==> config.mk <==
export PLATFORM = sky130hd
export DESIGN_NAME = qcs_ctrl
export DESIGN_NICKNAME = d
export VERILOG_FILES = /design/src/qcs_pkg.sv /design/src/qcs_ctrl.sv
export SDC_FILE = /design/constraint.sdc
export NUM_CORES = 1
export LEC_CHECK = 0
export BUFFER_PORTS_ARGS = -buffer_cell sky130_fd_sc_hd__buf_4
export CAP_MARGIN = 20
export CELL_PAD_IN_SITES_DETAIL_PLACEMENT = 1
export CELL_PAD_IN_SITES_GLOBAL_PLACEMENT = 2
export CORE_UTILIZATION = 25
export CTS_CLUSTER_DIAMETER = 120
export DETAILED_ROUTE_END_ITERATION = 10
export PLACE_DENSITY_LB_ADDON = 0.2
export RECOVER_POWER = 25
export SLEW_MARGIN = 20
export SYNTH_ARGS = -nofsm -noshare
export SYNTH_HDL_FRONTEND = slang
export SYNTH_SLANG_ARGS = --single-unit
==> constraint.sdc <==
create_clock -name clk -period 2.2 [get_ports clk]
set_input_delay 0.22 -clock clk [delete_from_list [all_inputs] [get_ports clk]]
set_output_delay 0.22 -clock clk [all_outputs]
set_load 0.05 [all_outputs]
==> src/qcs_pkg.sv <==
// ----------------------------------------------------------------------------
// qcs_pkg: shared types and constants of the quarter-car suspension core
// Step codes, controller states, command and status bundles, register
// indexes and the quarter-wave sine builder used at elaboration.
// ----------------------------------------------------------------------------
`default_nettype none

package qcs_pkg;

  localparam longint unsigned PI_Q30   = 64'd3373259426;
  localparam int unsigned     BUMP_AMP = 52429;

  typedef enum logic [2:0] {
    CFG_INV_SPRUNG_MASS   = 3'd0,
    CFG_INV_UNSPRUNG_MASS = 3'd1,
    CFG_SPRING_STIFFNESS  = 3'd2,
    CFG_DAMPER_COEFF      = 3'd3,
    CFG_TYRE_STIFFNESS    = 3'd4,
    CFG_TRAVEL_SPEED      = 3'd5,
    CFG_BUMP_START_TIME   = 3'd6,
    CFG_BUMP_INV_DURATION = 3'd7
  } cfg_idx_t;

  typedef enum logic [4:0] {
    OP_NONE, OP_PH, OP_FS1, OP_SCALE, OP_FS2, OP_RDA, OP_RDB, OP_INTERP,
    OP_TRAV, OP_AMP, OP_EUL0, OP_TYRE, OP_EUL2, OP_ABHI, OP_ABLO, OP_AWHI,
    OP_AWLO, OP_EUL1, OP_EUL3
  } op_t;

  typedef enum logic [4:0] {
    ST_IDLE, ST_PH, ST_FS1, ST_SCALE, ST_FS2, ST_RDA, ST_RDB, ST_INTERP,
    ST_TRAV, ST_AMP, ST_EUL0, ST_TYRE, ST_EUL2, ST_ABHI, ST_ABLO, ST_AWHI,
    ST_AWLO, ST_EUL1, ST_EUL3, ST_WB, ST_DONE
  } state_t;

  typedef struct packed {
    op_t  op;
    logic load;
    logic commit;
  } ctrl_cmd_t;

  typedef struct packed {
    logic slot_free;
  } ctrl_sts_t;

  // Eight-term Taylor series of the sine in Q30, each term truncated,
  // then rounded half up to Q1.20.
  function automatic logic [20:0] sine_q20(input longint unsigned x);
    longint unsigned term;
    longint          sum;
    longint unsigned res;
    term = x;
    sum  = longint'(x);
    term = ((((term * x) >> 30) * x) >> 30) / 6;   sum = sum - longint'(term);
    term = ((((term * x) >> 30) * x) >> 30) / 20;  sum = sum + longint'(term);
    term = ((((term * x) >> 30) * x) >> 30) / 42;  sum = sum - longint'(term);
    term = ((((term * x) >> 30) * x) >> 30) / 72;  sum = sum + longint'(term);
    term = ((((term * x) >> 30) * x) >> 30) / 110; sum = sum - longint'(term);
    term = ((((term * x) >> 30) * x) >> 30) / 156; sum = sum + longint'(term);
    term = ((((term * x) >> 30) * x) >> 30) / 210; sum = sum - longint'(term);
    if (sum < 0) sum = 0;
    if (sum > (longint'(1) << 30)) sum = longint'(1) << 30;
    res = (unsigned'(sum) + 64'd512) >> 10;
    return res[20:0];
  endfunction

endpackage

`default_nettype wire

==> src/qcs_ctrl.sv <==
// ----------------------------------------------------------------------------
// qcs_ctrl: step sequencer
// Walks one Euler step through the shared multiplier, one step code a cycle.
// ----------------------------------------------------------------------------
`default_nettype none

module qcs_ctrl (
  input  wire                 clk,
  input  wire                 rst_n,
  input  wire                 in_valid,
  output logic                in_ready,
  input  qcs_pkg::ctrl_sts_t  sts,
  output qcs_pkg::ctrl_cmd_t  cmd
);

  qcs_pkg::state_t state_r, state_nxt;

  always_ff @(posedge clk) begin
    if (!rst_n) begin
      state_r <= qcs_pkg::ST_IDLE;
    end else begin
      state_r <= state_nxt;
    end
  end

  always_comb begin
    state_nxt  = state_r;
    in_ready   = 1'b0;
    cmd.op     = qcs_pkg::OP_NONE;
    cmd.load   = 1'b0;
    cmd.commit = 1'b0;
    case (state_r)
      qcs_pkg::ST_IDLE: begin
        in_ready = 1'b1;
        if (in_valid) begin
          cmd.load  = 1'b1;
          state_nxt = qcs_pkg::ST_PH;
        end
      end
      qcs_pkg::ST_PH:     begin cmd.op = qcs_pkg::OP_PH;     state_nxt = qcs_pkg::ST_FS1;    end
      qcs_pkg::ST_FS1:    begin cmd.op = qcs_pkg::OP_FS1;    state_nxt = qcs_pkg::ST_SCALE;  end
      qcs_pkg::ST_SCALE:  begin cmd.op = qcs_pkg::OP_SCALE;  state_nxt = qcs_pkg::ST_FS2;    end
      qcs_pkg::ST_FS2:    begin cmd.op = qcs_pkg::OP_FS2;    state_nxt = qcs_pkg::ST_RDA;    end
      qcs_pkg::ST_RDA:    begin cmd.op = qcs_pkg::OP_RDA;    state_nxt = qcs_pkg::ST_RDB;    end
      qcs_pkg::ST_RDB:    begin cmd.op = qcs_pkg::OP_RDB;    state_nxt = qcs_pkg::ST_INTERP; end
      qcs_pkg::ST_INTERP: begin cmd.op = qcs_pkg::OP_INTERP; state_nxt = qcs_pkg::ST_TRAV;   end
      qcs_pkg::ST_TRAV:   begin cmd.op = qcs_pkg::OP_TRAV;   state_nxt = qcs_pkg::ST_AMP;    end
      qcs_pkg::ST_AMP:    begin cmd.op = qcs_pkg::OP_AMP;    state_nxt = qcs_pkg::ST_EUL0;   end
      qcs_pkg::ST_EUL0:   begin cmd.op = qcs_pkg::OP_EUL0;   state_nxt = qcs_pkg::ST_TYRE;   end
      qcs_pkg::ST_TYRE:   begin cmd.op = qcs_pkg::OP_TYRE;   state_nxt = qcs_pkg::ST_EUL2;   end
      qcs_pkg::ST_EUL2:   begin cmd.op = qcs_pkg::OP_EUL2;   state_nxt = qcs_pkg::ST_ABHI;   end
      qcs_pkg::ST_ABHI:   begin cmd.op = qcs_pkg::OP_ABHI;   state_nxt = qcs_pkg::ST_ABLO;   end
      qcs_pkg::ST_ABLO:   begin cmd.op = qcs_pkg::OP_ABLO;   state_nxt = qcs_pkg::ST_AWHI;   end
      qcs_pkg::ST_AWHI:   begin cmd.op = qcs_pkg::OP_AWHI;   state_nxt = qcs_pkg::ST_AWLO;   end
      qcs_pkg::ST_AWLO:   begin cmd.op = qcs_pkg::OP_AWLO;   state_nxt = qcs_pkg::ST_EUL1;   end
      qcs_pkg::ST_EUL1:   begin cmd.op = qcs_pkg::OP_EUL1;   state_nxt = qcs_pkg::ST_EUL3;   end
      qcs_pkg::ST_EUL3:   begin cmd.op = qcs_pkg::OP_EUL3;   state_nxt = qcs_pkg::ST_WB;     end
      qcs_pkg::ST_WB:     begin state_nxt = qcs_pkg::ST_DONE; end
      qcs_pkg::ST_DONE: begin
        // Hold the finished step until the output register has room.
        if (sts.slot_free) begin
          cmd.commit = 1'b1;
          state_nxt  = qcs_pkg::ST_IDLE;
        end
      end
      default: state_nxt = qcs_pkg::ST_IDLE;
    endcase
  end

endmodule

`default_nettype wire

==> flow_metrics.env <==
export IMPL_status="finished, final reports clean"
export IMPL_clockRootBuffer="clkbuf_4"
export IMPL_crit_type="flop to output pin"
export IMPL_cts_tree="yes"
export IMPL_hold_viol_final=0
export IMPL_hold_class="input port to flop"
export IMPL_syn_num_nets=50
export IMPL_post_route_min_period_ns=1.82
export IMPL_final_util_pct=34.5
export IMPL_chipHeight_um=39.2
export IMPL_grt_max_degree=14
export IMPL_track_usage_pct=15.7
export IMPL_wl_per_cell_um=13.3
export IMPL_final_nets=62
export IMPL_drc=0
export IMPL_cts_resized_gates=0
export IMPL_largest_reg_flops=5
export IMPL_cts_max_level=1
export IMPL_rsz0062_at_grt="false"
export IMPL_critPathTopFamily="simple AND/OR/NAND/NOR gates"
export IMPL_synthSimpleGateAreaFrac_pct=37.5
export IMPL_synth_compound_area_share_pct=20.2
export IMPL_clk_latency_ns=0.24
export IMPL_setup_violations=0
export IMPL_ios=12
export IMPL_worstPathRequired_ns=1.98
export IMPL_layout_cells_most_common_list="buf_4 (9), nor2_1 (6), nand2_1 (5), dfxtp_1 (5), and2_1 (4)"
export IMPL_clk_pin_slew_ns=0.04
export IMPL_dieWidth_um=39.2
export IMPL_place_ws_ns=0.629
export IMPL_critPathBufInv=1
export IMPL_vias=362
export IMPL_syn_area_um2=347
export IMPL_finalMaxSlewViolations=0
export IMPL_grt_pass1_vias=340
export IMPL_slew_headroom_pct=60.7
export IMPL_dpl_hpwl_um=692
export IMPL_cp_max_fo=13
export IMPL_synth_top_family_by_area="simple AND/OR/NAND/NOR gates"
export IMPL_first_pass_iters=2
export IMPL_synth_adder_area_share_pct=0
export IMPL_diodes=0
export IMPL_synth_cells=46
export IMPL_clkSinkCount=5
export IMPL_antenna_found_initial=0
export IMPL_tightest_slew_ns=0.592
export IMPL_drt_total_wl_um=958
export IMPL_start_kind="flop"
export IMPL_yosysUniqueCellTypes=25
export IMPL_grt_ovfl_total=0
export IMPL_fin_skew_ns=0.000717
export IMPL_rows=13
export IMPL_gp_congestion=0.713
export IMPL_vias_per_cell=5.03
export IMPL_grt_pass1_wl_mm=1.52
export IMPL_layout_commonest_cell="buf_4"
export IMPL_syn_area_per_cell_um2=7.53
export IMPL_drive_gt1_share_pct=22.8
export IMPL_cpPeakStageDelay_ns=0.46
export IMPL_ys_seq_elements=5
export IMPL_initial_core_util_pct=26.6
export IMPL_top_regs="state_r x5"
export IMPL_dieArea_um2=1540
export IMPL_dr_first_iter_drc_count=1
export IMPL_drv_cap=0
export IMPL_ctsHoldBuffers=0
export IMPL_largest_register="state_r"
export IMPL_crit_path_top_delay_cell="or3_1"
export IMPL_max_vdd_ir_drop_uv=267
export IMPL_syn_to_final_growth_pct=29.6
export IMPL_worst_slack_ns=0.378
export IMPL_port_buffer_count=11
export IMPL_ant_nets=0
export IMPL_yosys_warnings=0
export IMPL_crit_path_end_kind="output pin"
export IMPL_synth_seq_area_share_pct=28.9
export IMPL_clock_path_buffers=2
export IMPL_synth_xor_area_share_pct=5.05
export IMPL_muxShareOfSynthArea_pct=3.25
export IMPL_core_area_um2=1300
export IMPL_final_fill_count=177
export IMPL_cts_buffers=3
export IMPL_cp_cell_sequence="or3_1, nor2_1, and2_1, buf_4"
export IMPL_power_density_nw_per_um2=690
export IMPL_clock_fmax_mhz=549
export IMPL_hold_ws_ns=0.253
export IMPL_critical_path_arrival_ns=1.60
export IMPL_p_leak_uw=0.000200
export IMPL_period_share_pct=82.8
export IMPL_post_cts_buffers=0
export IMPL_setup_tns_ns=0
cell families (layout without fill, tap and decap cells):
family,count (synthesis),after routing
simple gates,24,24
compound gates,10,10
flops,5,5
buf+inv,4,15
xor+xnor,2,2
mux,1,1
worst reg2reg max path, stage by stage (launching register included):
cell	delay [ns]
dfxtp_1	0.43
or3_1	0.46
o311ai_1	0.36
nor2_1	0.09
metrics by stage:
step | total power [uW] | instances | area [um^2]
3_5_place_dp | 206 | 68 | 430
5_1_grt | 333 | 72 | 449
4_1_cts | 319 | 72 | 457
2_1_floorplan | 178 | 46 | 347
6_report | 310 | 72 | 449
3_3_place_gp | 202 | 68 | 430
per-layer routing:
layer	share of wire (%)	track usage [%]
met2	49	25.0
met5	0	0
met1	46	18.6
met3	4.2	5.20
met4	0	7.76
power breakdown:
group,total [uW],internal (uW),leakage (uW),switching (uW)
clock,106,68.6,0.0000150,37.8
combinational,91.9,32.5,0.000145,59.4
sequential,112,95.9,0.0000407,15.7
total,310,197,0.000200,113
final timing paths:
path,startpoint,to,slack (ns),depth (start not counted)
max reg2reg,state_r[0],state_r[1],0.73,3
min reg2reg,state_r[0],state_r[0],0.61,1
min,rst_n,state_r[4],0.25,3
max,state_r[0],cmd[1],0.38,4
layout make-up:
type                            count  area [um^2]  share of cell area [%]
Multi-Input combinational cell     37          229                    51.0
Timing Repair Buffer               11         75.1                    16.7
Sequential cell                     5          100                    22.3
Clock buffer                        4         26.3                    5.85
Tap cell                           15         18.8                    4.18
cells in the mapped netlist (all sizes together):
library cell  n  area, um^2
o311ai        1        8.76
a21oi         1        5.00
nor2          6        22.5
xor2          1        8.76
a41o          1        10.0
nand2         5        18.8
nor2b         2        12.5
buf           2        10.0
dfxtp         5         100
a221oi        1        8.76
clkbuf        2        7.51
nand3         1        5.00
mux2          1        11.3
o21bai        1        7.51
nor3b         1        7.51
and4b         1        10.0
a21o          1        7.51
o31ai         1        7.51
or3           1        6.26
and2          4        25.0
or4b          1        10.0
nor4          1        6.26
xnor2         1        8.76
or2           1        6.26
o21ai         3        15.0
Power figures use the tool's default switching activity.
